## src/esc_pkg.sv

```systemverilog
// Shared constants, widths and month tables for the epoch-to-calendar pipeline.
// No dependencies; imported by every module of the block.
package esc_pkg;

    localparam int NUM_STAGES = 9;

    localparam int EPOCH_W  = 32;
    localparam int ZONE_W   = 11;
    localparam int DAYS_W   = 16;
    localparam int DSEC_W   = 17;
    localparam int MTOT_W   = 11;
    localparam int YDAY_W   = 9;
    localparam int YEAR_W   = 12;
    localparam int MONTH_W  = 4;

    localparam logic signed [ZONE_W-1:0] ZONE_OFFSET_RESET = -11'sd420;

    // first instant past 2099-12-31 23:59:59
    localparam logic [33:0] END_SECONDS = 34'd4102444800;
    localparam logic [YEAR_W-1:0] BASE_YEAR = 12'd1970;

    // seconds of a day split as 675 * 128: the low 7 bits pass straight through
    localparam int DAY_LOW_BITS = 7;
    localparam int DAY_HI_DIV   = 675;

    // exact reciprocals: q = (x * RECIP) >> SHIFT for the whole input range
    localparam int DAY_SHIFT = 35;
    localparam logic [25:0] DAY_RECIP =
        26'(((64'd1 << DAY_SHIFT) + 64'(DAY_HI_DIV) - 64'd1) / 64'(DAY_HI_DIV));

    localparam int MIN_SHIFT = 23;
    localparam logic [17:0] MIN_RECIP = 18'(((64'd1 << MIN_SHIFT) + 64'd59) / 64'd60);

    localparam int HOUR_SHIFT = 17;
    localparam logic [11:0] HOUR_RECIP = 12'(((64'd1 << HOUR_SHIFT) + 64'd59) / 64'd60);

    localparam int QUAD_SHIFT = 27;
    localparam logic [16:0] QUAD_RECIP = 17'(((64'd1 << QUAD_SHIFT) + 64'd1459) / 64'd1460);

    localparam int YEAR_SHIFT = 25;
    localparam logic [16:0] YEAR_RECIP = 17'(((64'd1 << YEAR_SHIFT) + 64'd364) / 64'd365);

    localparam int WEEK_SHIFT = 19;
    localparam logic [16:0] WEEK_RECIP = 17'(((64'd1 << WEEK_SHIFT) + 64'd6) / 64'd7);

    localparam logic [YDAY_W-1:0] MONTH_START_COMMON [13] = '{
        9'd0, 9'd31, 9'd59, 9'd90, 9'd120, 9'd151, 9'd181,
        9'd212, 9'd243, 9'd273, 9'd304, 9'd334, 9'd365
    };
    localparam logic [YDAY_W-1:0] MONTH_START_LEAP [13] = '{
        9'd0, 9'd31, 9'd60, 9'd91, 9'd121, 9'd152, 9'd182,
        9'd213, 9'd244, 9'd274, 9'd305, 9'd335, 9'd366
    };

    function automatic logic [YDAY_W-1:0] month_start(input logic leap,
                                                      input logic [MONTH_W-1:0] idx);
        logic [YDAY_W-1:0] val;
        if (leap)
        begin
            val = MONTH_START_LEAP[idx];
        end
        else
        begin
            val = MONTH_START_COMMON[idx];
        end
        return val;
    endfunction

endpackage

```

## src/esc_pipe_ctrl.sv

```systemverilog
// Valid bits and per-stage load enables for the conversion pipeline.
// Depends on esc_pkg for the stage count.
module esc_pipe_ctrl
    import esc_pkg::*;
(
    input  logic                  clk,
    input  logic                  rst_n,
    input  logic                  in_valid,
    output logic                  in_ready,
    output logic                  out_valid,
    input  logic                  out_ready,
    output logic [NUM_STAGES-1:0] en
);

    logic [NUM_STAGES-1:0] valid_reg;
    logic [NUM_STAGES-1:0] valid_next;
    logic [NUM_STAGES:0]   stage_ready;

    // a stage takes new data when it is empty or its content moves on
    always_comb
    begin
        stage_ready[NUM_STAGES] = out_ready;
        for (int i = NUM_STAGES - 1; i >= 0; i--)
        begin
            stage_ready[i] = !valid_reg[i] || stage_ready[i+1];
        end
    end

    always_comb
    begin
        en = stage_ready[NUM_STAGES-1:0];
        valid_next[0] = stage_ready[0] ? in_valid : valid_reg[0];
        for (int i = 1; i < NUM_STAGES; i++)
        begin
            valid_next[i] = stage_ready[i] ? valid_reg[i-1] : valid_reg[i];
        end
    end

    always_ff @(posedge clk or negedge rst_n)
    begin
        if (!rst_n)
        begin
            valid_reg <= '0;
        end
        else
        begin
            valid_reg <= valid_next;
        end
    end

    assign in_ready  = stage_ready[0];
    assign out_valid = valid_reg[NUM_STAGES-1];

endmodule

```

## src/esc_day_split.sv

```systemverilog
// Stages 1 to 3: zone offset, range check, split into day count and second of day.
// Depends on esc_pkg for widths, limits and the day reciprocal.
module esc_day_split
    import esc_pkg::*;
(
    input  logic                     clk,
    input  logic [2:0]               en,
    input  logic [EPOCH_W-1:0]       epoch_seconds,
    input  logic signed [ZONE_W-1:0] zone_offset,
    output logic [DAYS_W-1:0]        days,
    output logic [DSEC_W-1:0]        sec_of_day,
    output logic                     oor
);

    localparam int HI_W = EPOCH_W - DAY_LOW_BITS;

    // stage 1
    logic signed [17:0] off_ext;
    logic signed [17:0] off_sec;
    logic [34:0]        t_next;
    logic               oor1_next;
    logic [EPOCH_W-1:0] t1_reg;
    logic               oor1_reg;

    assign off_ext   = 18'(zone_offset);
    assign off_sec   = off_ext * 18'sd60;
    assign t_next    = {3'b000, epoch_seconds} + 35'(off_sec);
    assign oor1_next = t_next[34] || (t_next[33:0] >= END_SECONDS);

    always_ff @(posedge clk)
    begin
        if (en[0])
        begin
            t1_reg   <= t_next[EPOCH_W-1:0];
            oor1_reg <= oor1_next;
        end
    end

    // stage 2: day number by reciprocal of 675 on the upper bits
    logic [HI_W+25:0]        prod2_next;
    logic [DAYS_W-1:0]       q2_reg;
    logic [HI_W-1:0]         x2_reg;
    logic [DAY_LOW_BITS-1:0] low2_reg;
    logic                    oor2_reg;

    assign prod2_next = (HI_W+26)'(t1_reg[EPOCH_W-1:DAY_LOW_BITS]) * (HI_W+26)'(DAY_RECIP);

    always_ff @(posedge clk)
    begin
        if (en[1])
        begin
            q2_reg   <= prod2_next[DAY_SHIFT+DAYS_W-1:DAY_SHIFT];
            x2_reg   <= t1_reg[EPOCH_W-1:DAY_LOW_BITS];
            low2_reg <= t1_reg[DAY_LOW_BITS-1:0];
            oor2_reg <= oor1_reg;
        end
    end

    // stage 3: remainder rebuilt into second of day
    logic [HI_W-1:0] rem3_next;
    logic [DAYS_W-1:0] days_reg;
    logic [DSEC_W-1:0] sec_of_day_reg;
    logic              oor3_reg;

    assign rem3_next = x2_reg - HI_W'(HI_W'(q2_reg) * HI_W'(DAY_HI_DIV));

    always_ff @(posedge clk)
    begin
        if (en[2])
        begin
            days_reg       <= q2_reg;
            sec_of_day_reg <= {rem3_next[DSEC_W-DAY_LOW_BITS-1:0], low2_reg};
            oor3_reg       <= oor2_reg;
        end
    end

    assign days       = days_reg;
    assign sec_of_day = sec_of_day_reg;
    assign oor        = oor3_reg;

endmodule

```

## src/esc_clock_split.sv

```systemverilog
// Stages 4 to 8: second of day into hour, minute and second.
// Depends on esc_pkg for widths and reciprocals of 60.
module esc_clock_split
    import esc_pkg::*;
(
    input  logic              clk,
    input  logic [4:0]        en,
    input  logic [DSEC_W-1:0] sec_of_day,
    output logic [5:0]        second,
    output logic [5:0]        minute,
    output logic [4:0]        hour
);

    // stage 4: minute of day
    logic [DSEC_W+17:0] prod4_next;
    logic [MTOT_W-1:0]  mt4_reg;
    logic [DSEC_W-1:0]  ds4_reg;

    assign prod4_next = (DSEC_W+18)'(sec_of_day) * (DSEC_W+18)'(MIN_RECIP);

    always_ff @(posedge clk)
    begin
        if (en[0])
        begin
            mt4_reg <= prod4_next[MIN_SHIFT+MTOT_W-1:MIN_SHIFT];
            ds4_reg <= sec_of_day;
        end
    end

    // stage 5: second
    logic [DSEC_W-1:0] sec5_next;
    logic [MTOT_W-1:0] mt5_reg;
    logic [5:0]        sec5_reg;

    assign sec5_next = ds4_reg - DSEC_W'(DSEC_W'(mt4_reg) * DSEC_W'(60));

    always_ff @(posedge clk)
    begin
        if (en[1])
        begin
            mt5_reg  <= mt4_reg;
            sec5_reg <= sec5_next[5:0];
        end
    end

    // stage 6: hour
    logic [MTOT_W+11:0] prod6_next;
    logic [4:0]         hour6_reg;
    logic [MTOT_W-1:0]  mt6_reg;
    logic [5:0]         sec6_reg;

    assign prod6_next = (MTOT_W+12)'(mt5_reg) * (MTOT_W+12)'(HOUR_RECIP);

    always_ff @(posedge clk)
    begin
        if (en[2])
        begin
            hour6_reg <= prod6_next[HOUR_SHIFT+4:HOUR_SHIFT];
            mt6_reg   <= mt5_reg;
            sec6_reg  <= sec5_reg;
        end
    end

    // stage 7: minute
    logic [MTOT_W-1:0] min7_next;
    logic [4:0]        hour7_reg;
    logic [5:0]        min7_reg;
    logic [5:0]        sec7_reg;

    assign min7_next = mt6_reg - MTOT_W'(MTOT_W'(hour6_reg) * MTOT_W'(60));

    always_ff @(posedge clk)
    begin
        if (en[3])
        begin
            hour7_reg <= hour6_reg;
            min7_reg  <= min7_next[5:0];
            sec7_reg  <= sec6_reg;
        end
    end

    // stage 8: aligned with the month search
    logic [4:0] hour8_reg;
    logic [5:0] min8_reg;
    logic [5:0] sec8_reg;

    always_ff @(posedge clk)
    begin
        if (en[4])
        begin
            hour8_reg <= hour7_reg;
            min8_reg  <= min7_reg;
            sec8_reg  <= sec7_reg;
        end
    end

    assign second = sec8_reg;
    assign minute = min8_reg;
    assign hour   = hour8_reg;

endmodule

```

## src/esc_date_split.sv

```systemverilog
// Stages 4 to 8: day count into year, month, day of month and day of week.
// Depends on esc_pkg for reciprocals and the month start tables.
module esc_date_split
    import esc_pkg::*;
(
    input  logic               clk,
    input  logic [4:0]         en,
    input  logic [DAYS_W-1:0]  days,
    output logic [YEAR_W-1:0]  year,
    output logic [MONTH_W-1:0] month,
    output logic [4:0]         day_of_month,
    output logic [2:0]         day_of_week
);

    // stage 4: quad-year correction and week quotient
    logic [DAYS_W-1:0]  qsum4;
    logic [DAYS_W-1:0]  wsum4;
    logic [DAYS_W+16:0] qprod4_next;
    logic [DAYS_W+16:0] wprod4_next;
    logic [DAYS_W-1:0]  days4_reg;
    logic [5:0]         a4_reg;
    logic [12:0]        wq4_reg;

    assign qsum4       = days + DAYS_W'(365);
    assign wsum4       = days + DAYS_W'(4);
    assign qprod4_next = (DAYS_W+17)'(qsum4) * (DAYS_W+17)'(QUAD_RECIP);
    assign wprod4_next = (DAYS_W+17)'(wsum4) * (DAYS_W+17)'(WEEK_RECIP);

    always_ff @(posedge clk)
    begin
        if (en[0])
        begin
            days4_reg <= days;
            a4_reg    <= qprod4_next[QUAD_SHIFT+5:QUAD_SHIFT];
            wq4_reg   <= wprod4_next[WEEK_SHIFT+12:WEEK_SHIFT];
        end
    end

    // stage 5
    logic [DAYS_W-1:0] wrem5_next;
    logic [DAYS_W-1:0] days5_reg;
    logic [DAYS_W-1:0] b5_reg;
    logic [2:0]        wday5_reg;

    assign wrem5_next = DAYS_W'(days4_reg + DAYS_W'(4))
                      - DAYS_W'(DAYS_W'(wq4_reg) * DAYS_W'(7));

    always_ff @(posedge clk)
    begin
        if (en[1])
        begin
            days5_reg <= days4_reg;
            b5_reg    <= days4_reg - DAYS_W'(a4_reg);
            wday5_reg <= wrem5_next[2:0];
        end
    end

    // stage 6: years since base
    logic [DAYS_W+16:0] yprod6_next;
    logic [DAYS_W-1:0]  days6_reg;
    logic [7:0]         years6_reg;
    logic [2:0]         wday6_reg;

    assign yprod6_next = (DAYS_W+17)'(b5_reg) * (DAYS_W+17)'(YEAR_RECIP);

    always_ff @(posedge clk)
    begin
        if (en[2])
        begin
            days6_reg  <= days5_reg;
            years6_reg <= yprod6_next[YEAR_SHIFT+7:YEAR_SHIFT];
            wday6_reg  <= wday5_reg;
        end
    end

    // stage 7: day of year, year, leap flag
    logic [DAYS_W-1:0] ystart7;
    logic [DAYS_W-1:0] ydiff7;
    logic [8:0]        ynext7;
    logic [YDAY_W-1:0] yday7_reg;
    logic [YEAR_W-1:0] year7_reg;
    logic              leap7_reg;
    logic [2:0]        wday7_reg;

    assign ynext7  = 9'(years6_reg) + 9'd1;
    assign ystart7 = DAYS_W'(DAYS_W'(years6_reg) * DAYS_W'(365)) + DAYS_W'(ynext7 >> 2);
    assign ydiff7  = days6_reg - ystart7;

    always_ff @(posedge clk)
    begin
        if (en[3])
        begin
            yday7_reg <= ydiff7[YDAY_W-1:0];
            year7_reg <= BASE_YEAR + YEAR_W'(years6_reg);
            // base year is two past a leap year
            leap7_reg <= (years6_reg[1:0] == 2'd2);
            wday7_reg <= wday6_reg;
        end
    end

    // stage 8: month from the start table, compares run in parallel
    logic [MONTH_W-1:0] month8_next;
    logic [MONTH_W-1:0] month8_reg;
    logic [YDAY_W-1:0]  yday8_reg;
    logic [YEAR_W-1:0]  year8_reg;
    logic               leap8_reg;
    logic [2:0]         wday8_reg;

    always_comb
    begin
        month8_next = MONTH_W'(1);
        for (int m = 1; m < 12; m++)
        begin
            if (yday7_reg >= month_start(leap7_reg, MONTH_W'(m)))
            begin
                month8_next = MONTH_W'(m + 1);
            end
        end
    end

    always_ff @(posedge clk)
    begin
        if (en[4])
        begin
            month8_reg <= month8_next;
            yday8_reg  <= yday7_reg;
            year8_reg  <= year7_reg;
            leap8_reg  <= leap7_reg;
            wday8_reg  <= wday7_reg;
        end
    end

    logic [YDAY_W-1:0] mday_full;

    assign mday_full = yday8_reg - month_start(leap8_reg, month8_reg - MONTH_W'(1))
                     + YDAY_W'(1);

    assign year         = year8_reg;
    assign month        = month8_reg;
    assign day_of_month = mday_full[4:0];
    assign day_of_week  = wday8_reg;

endmodule

```

## src/epoch_seconds_to_calendar.sv

```systemverilog
// Epoch seconds to local calendar date and time, fully pipelined.
// Usage:
//   input channel  : in_valid / in_ready carry epoch_seconds (unsigned seconds
//                    since 1970-01-01 00:00:00 UTC)
//   output channel : out_valid / out_ready carry second, minute, hour,
//                    day_of_month, month, year, day_of_week and out_of_range
//   config         : cfg_wen writes cfg_wdata (signed minutes from UTC) into
//                    the zone offset; write only while the pipeline is empty
// Each input passes through nine register stages before out_valid shows its
// result. Throughput is one item per cycle: every stage holds its own valid
// bit, so a new item enters each cycle while the output is taken.
// A local time before 1970 or from 2100 on gives out_of_range = 1 with all
// date and time fields zero.
// Reset empties the pipeline and loads the zone offset with -420 minutes.
// When out_ready is low the result holds at the output; earlier stages keep
// filling their empty slots, and in_ready drops once every stage is full.
// Depends on esc_pkg, esc_pipe_ctrl, esc_day_split, esc_clock_split, esc_date_split.
module epoch_seconds_to_calendar
    import esc_pkg::*;
(
    input  logic                     clk,
    input  logic                     rst_n,
    input  logic                     cfg_wen,
    input  logic signed [ZONE_W-1:0] cfg_wdata,
    input  logic                     in_valid,
    output logic                     in_ready,
    input  logic [EPOCH_W-1:0]       epoch_seconds,
    output logic                     out_valid,
    input  logic                     out_ready,
    output logic [5:0]               second,
    output logic [5:0]               minute,
    output logic [4:0]               hour,
    output logic [4:0]               day_of_month,
    output logic [MONTH_W-1:0]       month,
    output logic [YEAR_W-1:0]        year,
    output logic [2:0]               day_of_week,
    output logic                     out_of_range
);

    logic signed [ZONE_W-1:0] zone_offset_minutes_reg;

    always_ff @(posedge clk or negedge rst_n)
    begin
        if (!rst_n)
        begin
            zone_offset_minutes_reg <= ZONE_OFFSET_RESET;
        end
        else if (cfg_wen)
        begin
            zone_offset_minutes_reg <= cfg_wdata;
        end
    end

    logic [NUM_STAGES-1:0] en;

    esc_pipe_ctrl u_ctrl (
        .clk       (clk),
        .rst_n     (rst_n),
        .in_valid  (in_valid),
        .in_ready  (in_ready),
        .out_valid (out_valid),
        .out_ready (out_ready),
        .en        (en)
    );

    logic [DAYS_W-1:0] days;
    logic [DSEC_W-1:0] sec_of_day;
    logic              oor3;

    esc_day_split u_day (
        .clk           (clk),
        .en            (en[2:0]),
        .epoch_seconds (epoch_seconds),
        .zone_offset   (zone_offset_minutes_reg),
        .days          (days),
        .sec_of_day    (sec_of_day),
        .oor           (oor3)
    );

    logic [5:0] sec8;
    logic [5:0] min8;
    logic [4:0] hour8;

    esc_clock_split u_clock (
        .clk        (clk),
        .en         (en[7:3]),
        .sec_of_day (sec_of_day),
        .second     (sec8),
        .minute     (min8),
        .hour       (hour8)
    );

    logic [YEAR_W-1:0]  year8;
    logic [MONTH_W-1:0] month8;
    logic [4:0]         mday8;
    logic [2:0]         wday8;

    esc_date_split u_date (
        .clk          (clk),
        .en           (en[7:3]),
        .days         (days),
        .year         (year8),
        .month        (month8),
        .day_of_month (mday8),
        .day_of_week  (wday8)
    );

    // range flag rides along stages 4 to 8
    logic [4:0] oor_pipe_reg;

    always_ff @(posedge clk)
    begin
        if (en[3])
        begin
            oor_pipe_reg[0] <= oor3;
        end
        for (int i = 1; i < 5; i++)
        begin
            if (en[3+i])
            begin
                oor_pipe_reg[i] <= oor_pipe_reg[i-1];
            end
        end
    end

    // output stage, fields forced to zero when out of range
    logic               oor8;
    logic [5:0]         second_reg;
    logic [5:0]         minute_reg;
    logic [4:0]         hour_reg;
    logic [4:0]         day_of_month_reg;
    logic [MONTH_W-1:0] month_reg;
    logic [YEAR_W-1:0]  year_reg;
    logic [2:0]         day_of_week_reg;
    logic               out_of_range_reg;

    assign oor8 = oor_pipe_reg[4];

    always_ff @(posedge clk)
    begin
        if (en[NUM_STAGES-1])
        begin
            second_reg       <= oor8 ? '0 : sec8;
            minute_reg       <= oor8 ? '0 : min8;
            hour_reg         <= oor8 ? '0 : hour8;
            day_of_month_reg <= oor8 ? '0 : mday8;
            month_reg        <= oor8 ? '0 : month8;
            year_reg         <= oor8 ? '0 : year8;
            day_of_week_reg  <= oor8 ? '0 : wday8;
            out_of_range_reg <= oor8;
        end
    end

    assign second       = second_reg;
    assign minute       = minute_reg;
    assign hour         = hour_reg;
    assign day_of_month = day_of_month_reg;
    assign month        = month_reg;
    assign year         = year_reg;
    assign day_of_week  = day_of_week_reg;
    assign out_of_range = out_of_range_reg;

endmodule

```

## config.mk

```make
export PLATFORM = sky130hd
export DESIGN_NAME = epoch_seconds_to_calendar
export DESIGN_NICKNAME = d
export VERILOG_FILES = /design/src/esc_pkg.sv /design/src/esc_pipe_ctrl.sv /design/src/esc_day_split.sv /design/src/esc_clock_split.sv /design/src/esc_date_split.sv /design/src/epoch_seconds_to_calendar.sv
export SDC_FILE = /design/constraint.sdc
export NUM_CORES = 2
export LEC_CHECK = 0
export ABC_AREA = 1
export BUFFER_PORTS_ARGS = -buffer_cell sky130_fd_sc_hd__buf_2
export CORE_MARGIN = 10
export CORE_UTILIZATION = 54
export CTS_CLUSTER_SIZE = 24
export DETAILED_ROUTE_END_ITERATION = 16
export GPL_TIMING_DRIVEN = 0
export PLACE_DENSITY = 0.68
export SLEW_MARGIN = 15
export SYNTH_ARGS = -nofsm -noshare
export SYNTH_HDL_FRONTEND = slang
export SYNTH_SLANG_ARGS = --single-unit
```

## constraint.sdc

```tcl
create_clock -name clk -period 22 [get_ports clk]
set_input_delay 6.6 -clock clk [delete_from_list [all_inputs] [get_ports clk]]
set_output_delay 6.6 -clock clk [all_outputs]
set_load 0.01 [all_outputs]
```

# Word level (Yosys, flattened, before mapping)
# Memory sizes are Yosys's and may differ from the RTL's.
# Cells that the tools add are included.
totals:
  inputBits: 48
  memories: 2
  rom_bits: 288
  wordCells: 154
  regBits: 386
memory_table:
  columns: ["memory", "words", "word_bits", "rd", "rd_ports_with_merged_regs", "write_ports", "line", "text"]
  rows:
  - ["(name not given)", 16, 9, 1, 0, 0, "esc_pkg.sv:64", "val = MONTH_START_COMMON[idx];"]
  - ["(name not given)", 16, 9, 1, 0, 0, "esc_pkg.sv:60", "val = MONTH_START_LEAP[idx];"]
classes:
  n_mux: 25
  add_sub_neg: 16
  n_bitwise: 1
  n_lt_le_gt_ge: 13
  n_eq_ne: 1
  n_reduce_logical: 20
  multipliers: 12
ops:
  columns: ["operator", "n"]
  rows:
  - ["16-bit by 16-bit multiplier with 32-bit output, second input constant", 2]
  - ["25-bit by 26-bit multiplier with 51-bit output, second input constant", 1]
  - ["9-bit by 8-bit >= comparator with 1-bit output", 4]
  - ["33-bit by 18-bit adder with 34-bit output", 1]
  - ["34-bit by 32-bit >= comparator with 1-bit output, second input constant", 1]
  - ["17-bit by 18-bit multiplier with 34-bit output, second input constant", 1]
  - ["16-bit by 17-bit multiplier with 32-bit output, second input constant", 1]
  - ["3-bit 2-to-1 mux", 10]
  - ["9-bit >= comparator", 3]
  - ["5-bit 2-to-1 mux", 5]
  - ["11-bit by 12-bit multiplier with 22-bit output, second input constant", 1]
  - ["9-bit by 7-bit >= comparator with 1-bit output", 2]
  - ["16-bit by 3-bit adder with 16-bit output, second input constant", 1]
  - ["16-bit by 9-bit adder with 16-bit output, second input constant", 1]
  - ["11-bit by 5-bit multiplier with 16-bit output, second input constant", 1]
  - ["16-bit by 10-bit multiplier with 10-bit output, second input constant", 1]
  - ["16-bit by 6-bit subtractor with 16-bit output", 1]
  - ["13-bit by 3-bit multiplier with 3-bit output, second input constant", 1]
  - ["11-bit by 8-bit adder with 12-bit output, first input constant", 1]
  - ["6-bit subtractor", 2]
  - ["11-bit by 4-bit multiplier with 4-bit output, second input constant", 1]
  - ["1-bit logical OR", 10]
  - ["10-bit subtractor", 1]
  - ["8-bit by 1-bit adder with 9-bit output, second input constant", 1]
  - ["19 further kinds", 34]

# Depth between registers and ports, before layout
logic_depth:
  word_depth: 11
  ltp_mapped: 34
  depth_no_buf: 34

# Modules after synthesis
# Synthesis repeated with hierarchy kept, for this count alone.
unflattened:
  cells_unflattened: 5233
  area_unflattened_um2: 48597.9
modules_own_cells:
  columns: ["mod", "n_inst", "cells_each", "area_per_inst_um2"]
  rows:
  - ["esc_date_split", 1, 2049, 19817.8]
  - ["esc_day_split", 1, 2092, 18054.8]
  - ["esc_clock_split", 1, 872, 8105.3]
  - ["epoch_seconds_to_calendar", 1, 181, 2225.9]
  - ["esc_pipe_ctrl", 1, 39, 394.1]

# Least setup slack after synthesis
# Ideal clock, no wire load.
synth_timing:
  kind: "input to output"
  from: "input out_ready"
  to: "output in_ready"
  cell_stages: 16
  slack_ps: 3961
  arrival_ps: 11439
  required_ps: 15400
  cell_sequence: "nor2_2 > inv_2 > nor2_2 > inv_2 > nor2_2 > inv_2 > nor2_2 > inv_2 > nor2_2 > inv_2 > nor2_2 > inv_2 > nor2_2 > inv_2 > nor2_4 > nand2_1"
synth_between:
  elab_chain_len: 9
synth_lines:
  columns: ["item", "line", "text"]
  rows:
  - ["start, declared", "epoch_seconds_to_calendar.sv:29", "input logic out_ready,"]
  - ["1-bit logical OR", "esc_pipe_ctrl.sv:25", "stage_ready[i] = !valid_reg[i] || stage_ready[i+1];"]
  - ["via en[8]", "epoch_seconds_to_calendar.sv:54", "logic [NUM_STAGES-1:0] en;"]
  - ["1-bit logical OR", "esc_pipe_ctrl.sv:25", null]
  - ["via en[7]", "epoch_seconds_to_calendar.sv:54", null]
  - ["1-bit logical OR", "esc_pipe_ctrl.sv:25", null]
  - ["via en[6]", "epoch_seconds_to_calendar.sv:54", null]
  - ["1-bit logical OR", "esc_pipe_ctrl.sv:25", null]
  - ["via en[5]", "epoch_seconds_to_calendar.sv:54", null]
  - ["1-bit logical OR", "esc_pipe_ctrl.sv:25", null]
  - ["via en[4]", "epoch_seconds_to_calendar.sv:54", null]
  - ["1-bit logical OR", "esc_pipe_ctrl.sv:25", null]
  - ["via en[3]", "epoch_seconds_to_calendar.sv:54", null]
  - ["1-bit logical OR", "esc_pipe_ctrl.sv:25", null]
  - ["via en[2]", "epoch_seconds_to_calendar.sv:54", null]
  - ["1-bit logical OR (2 in series)", "esc_pipe_ctrl.sv:25", null]
  - ["end, declared", "epoch_seconds_to_calendar.sv:26", "output logic in_ready,"]
# The timed path passes the listed nets, and every way through them passes these cells.

# Worst setup path in the final report
# Same ends and word-level chain as after synthesis.

==> key figures <==
Status
  • Status: finished, final reports clean

Critical path
  • Worst path required time: 15.40 ns
  • Worst Path Arrival: 12.40 ns
  • Flop-to-flop setup slack: 14.48 ns
  • Setup crit end kind: primary output
  • Startpoint Class: input port
  • Crit Path Max Fanout: 48
  • Setup Crit Path Kind: input port to primary output

STA
  • Slew margin rel.: 32.2%
  • Minimum clock period: 19.00 ns
  • Slew of the pin with the lowest slew margin: 1.02 ns
  • Fmax: 0.0526 GHz
  • Final period util: 86.3%
  • Final hold viol count: 0
  • Setup TNS: 0 ns
  • Final setup fails: 0
  • Fin Hold WS: 0.413 ns
  • RSZ-0062 raised after global routing: false
  • Final Slew Violations: 0
  • Fin Clk Skew: 0.0356 ns

Clock network
  • Post-CTS Resized: 0
  • Root Buffer: clkbuf_16
  • Clock-pin slew on the worst setup and hold paths: 0.06 ns
  • TritonCTS clock tree: built
  • Setup bufs post-CTS: 0
  • H-tree Lvls: 2
  • Clock sinks: 376
  • CTS Hold Bufs: 0
  • Clock latency at the later pin of the worst-skew pair: 0.59 ns
  • CTS Buf Count: 41
  • CTS max path bufs: 3

Logic synthesis
  • Most common cell in the netlist: inv_1
  • Post-synthesis average cell area: 9.73 µm²
  • Post-synth top cells: 1173 x inv_1, 963 x ha_1, 594 x nand2_1
  • Top cell type's share of synthesized area: 25.6%
  • Synth Cell Area: 47100 µm²
  • FF+latch count, synth: 376
  • Primary FF master, synth: edfxtp_1
  • Syn Inst Count: 4846
  • Top cells by area, synth: ha_1 26%, edfxtp_1 23%, fa_1 21%, inv_1 9.3%, nand2_1 4.7%
  • Sequential area share after synthesis: 23.8%
  • Syn_nets: 6360
  • Yosys cell types: 56
  • Cell taking the most area after synthesis: ha_1
  • Post-synth EDFFs: 356
  • Syn. warnings: 0
  • Async S/R FF share, synth: 5.32%

Die
  • Die area: 99500 µm²
  • Core area: 86800 µm²
  • Die Span Y: 315 µm
  • Die Wd: 315 µm
  • Starting Density: 54.3%
  • # rows: 108
  • Io pins: 92

Drt
  • Vias: 31700
  • ANT nets after route: 0
  • Vias per std cell: 5.14
  • Initial DRT Pass Iterations: 6
  • Avg WL per Cell: 15.7 µm
  • Drc violations: 0
  • Drt initial violations: 1726
  • Post-Route WL: 97100 µm

Placed design
  • Post-DP HPWL: 83100 µm
  • Placed insts: 6094
  • Routability cong.: 0.912
  • Port buffer count: 90

GRT
  • Wire length of the first global-routing pass: 164000 µm
  • Antenna violations before repair: 2
  • Largest net degree at the start of global routing: 49
  • Grt ovf: 0
  • Vias in the first global route: 33600
  • GR Util All Layers: 20.2%

Cells and area
  • Non-filler cells, final: 6169
  • Area Growth Syn to Fin: 7.16%
  • Core Util, Final: 58.2%
  • Final Net Count: 6496
  • Max reg flops: 32
  • Fraction of layout cells with a size suffix above 1: 5.07%

Run
  • Max-Cap Viols: 0

Hold path
  • Hold Crit Class: register to register
## cell families (layout without fill, tap and decap cells)
kind of cell	count (synthesis)	in the layout	synth area share [%]
fa+ha+maj	1466	1466	46.9
flops	376	376	23.8
buf+inv	1198	1365	9.54
xor+xnor	193	193	3.62
mux	5	5	0.117
compound gates	479	479	5.86
simple gates	1129	1129	10.2
other cells	0	1	0
## worst paths after layout
kind	start	endpoint	cells past startpoint
setup / recovery	out_ready	in_ready	18
hold reg to reg	u_date.wday7_reg[2]	u_date.day_of_week[2]	0
hold / removal	u_date.wday7_reg[2]	u_date.day_of_week[2]	0
setup reg to reg	u_day.days[2]	u_date.a4_reg[2]	26
min in group asynchronous	rst_n	zone_offset_minutes_reg[8]	1
max in group asynchronous	rst_n	u_ctrl.valid_reg[8]	1
## worst max-delay path, cell delays in order
cell     delay, ns
buf_2         0.08
nor2_2        0.03
inv_2         0.61
nor2_2        0.06
inv_2         0.70
nor2_2        0.05
inv_2         0.71
nor2_2        0.05
inv_2         0.66
nor2_2        0.06
inv_2         0.76
nor2_2        0.06
inv_2         0.74
nor2_2        0.06
inv_2         0.61
nor2_4        0.07
nand2_2       0.24
buf_2         0.19
## layout by cell type (no fill, tap or decap), drive strengths merged, types with 25 or more instances in the layout
cell type | netlist | routed
a21o | 25 | 25
a21oi | 214 | 214
a31oi | 29 | 29
buf | 2 | 95
clkbuf | 7 | 50
edfxtp | 356 | 356
fa | 503 | 503
ha | 963 | 963
inv | 1188 | 1194
nand2 | 609 | 609
nand3 | 117 | 117
nand4 | 33 | 33
nor2 | 279 | 279
nor3 | 51 | 51
o21ai | 126 | 126
xnor2 | 61 | 61
xor2 | 132 | 132
## through the flow
stage          cell area [µm²]  setup WS [ns]
2_1_floorplan            47100           3.96
3_3_place_gp             49000           2.00
3_5_place_dp             49100           2.80
4_1_cts                  50500           2.77
5_1_grt                  50500           2.12
6_report                 50500           3.00
## final cells by class
class | count | area, µm²
Antenna cell | 1 | 2.50
Buffer | 9 | 36.3
Clock buffer | 43 | 1030
Clock inverter | 31 | 368
Fill cell | 7583 | 36200
Inverter | 1189 | 4460
Multi-Input combinational cell | 3272 | 31500
Sequential cell | 376 | 11200
Tap cell | 1155 | 1450
Timing Repair Buffer | 93 | 493
## per-layer routing
| metal | global-route usage [%] | part of all wire, % | vias up |
|---|---|---|---|
| li1 | - | - | 15800 |
| met1 | 25.4 | 44 | 15200 |
| met2 | 36.0 | 50 | 536 |
| met3 | 2.44 | 3.9 | 160 |
| met4 | 5.95 | 3.0 | 2 |
| met5 | 0 | 0.018 | - |
Power is not shown: default switching activity piles up to over one toggle a cycle in this logic, so the estimate is an artifact.
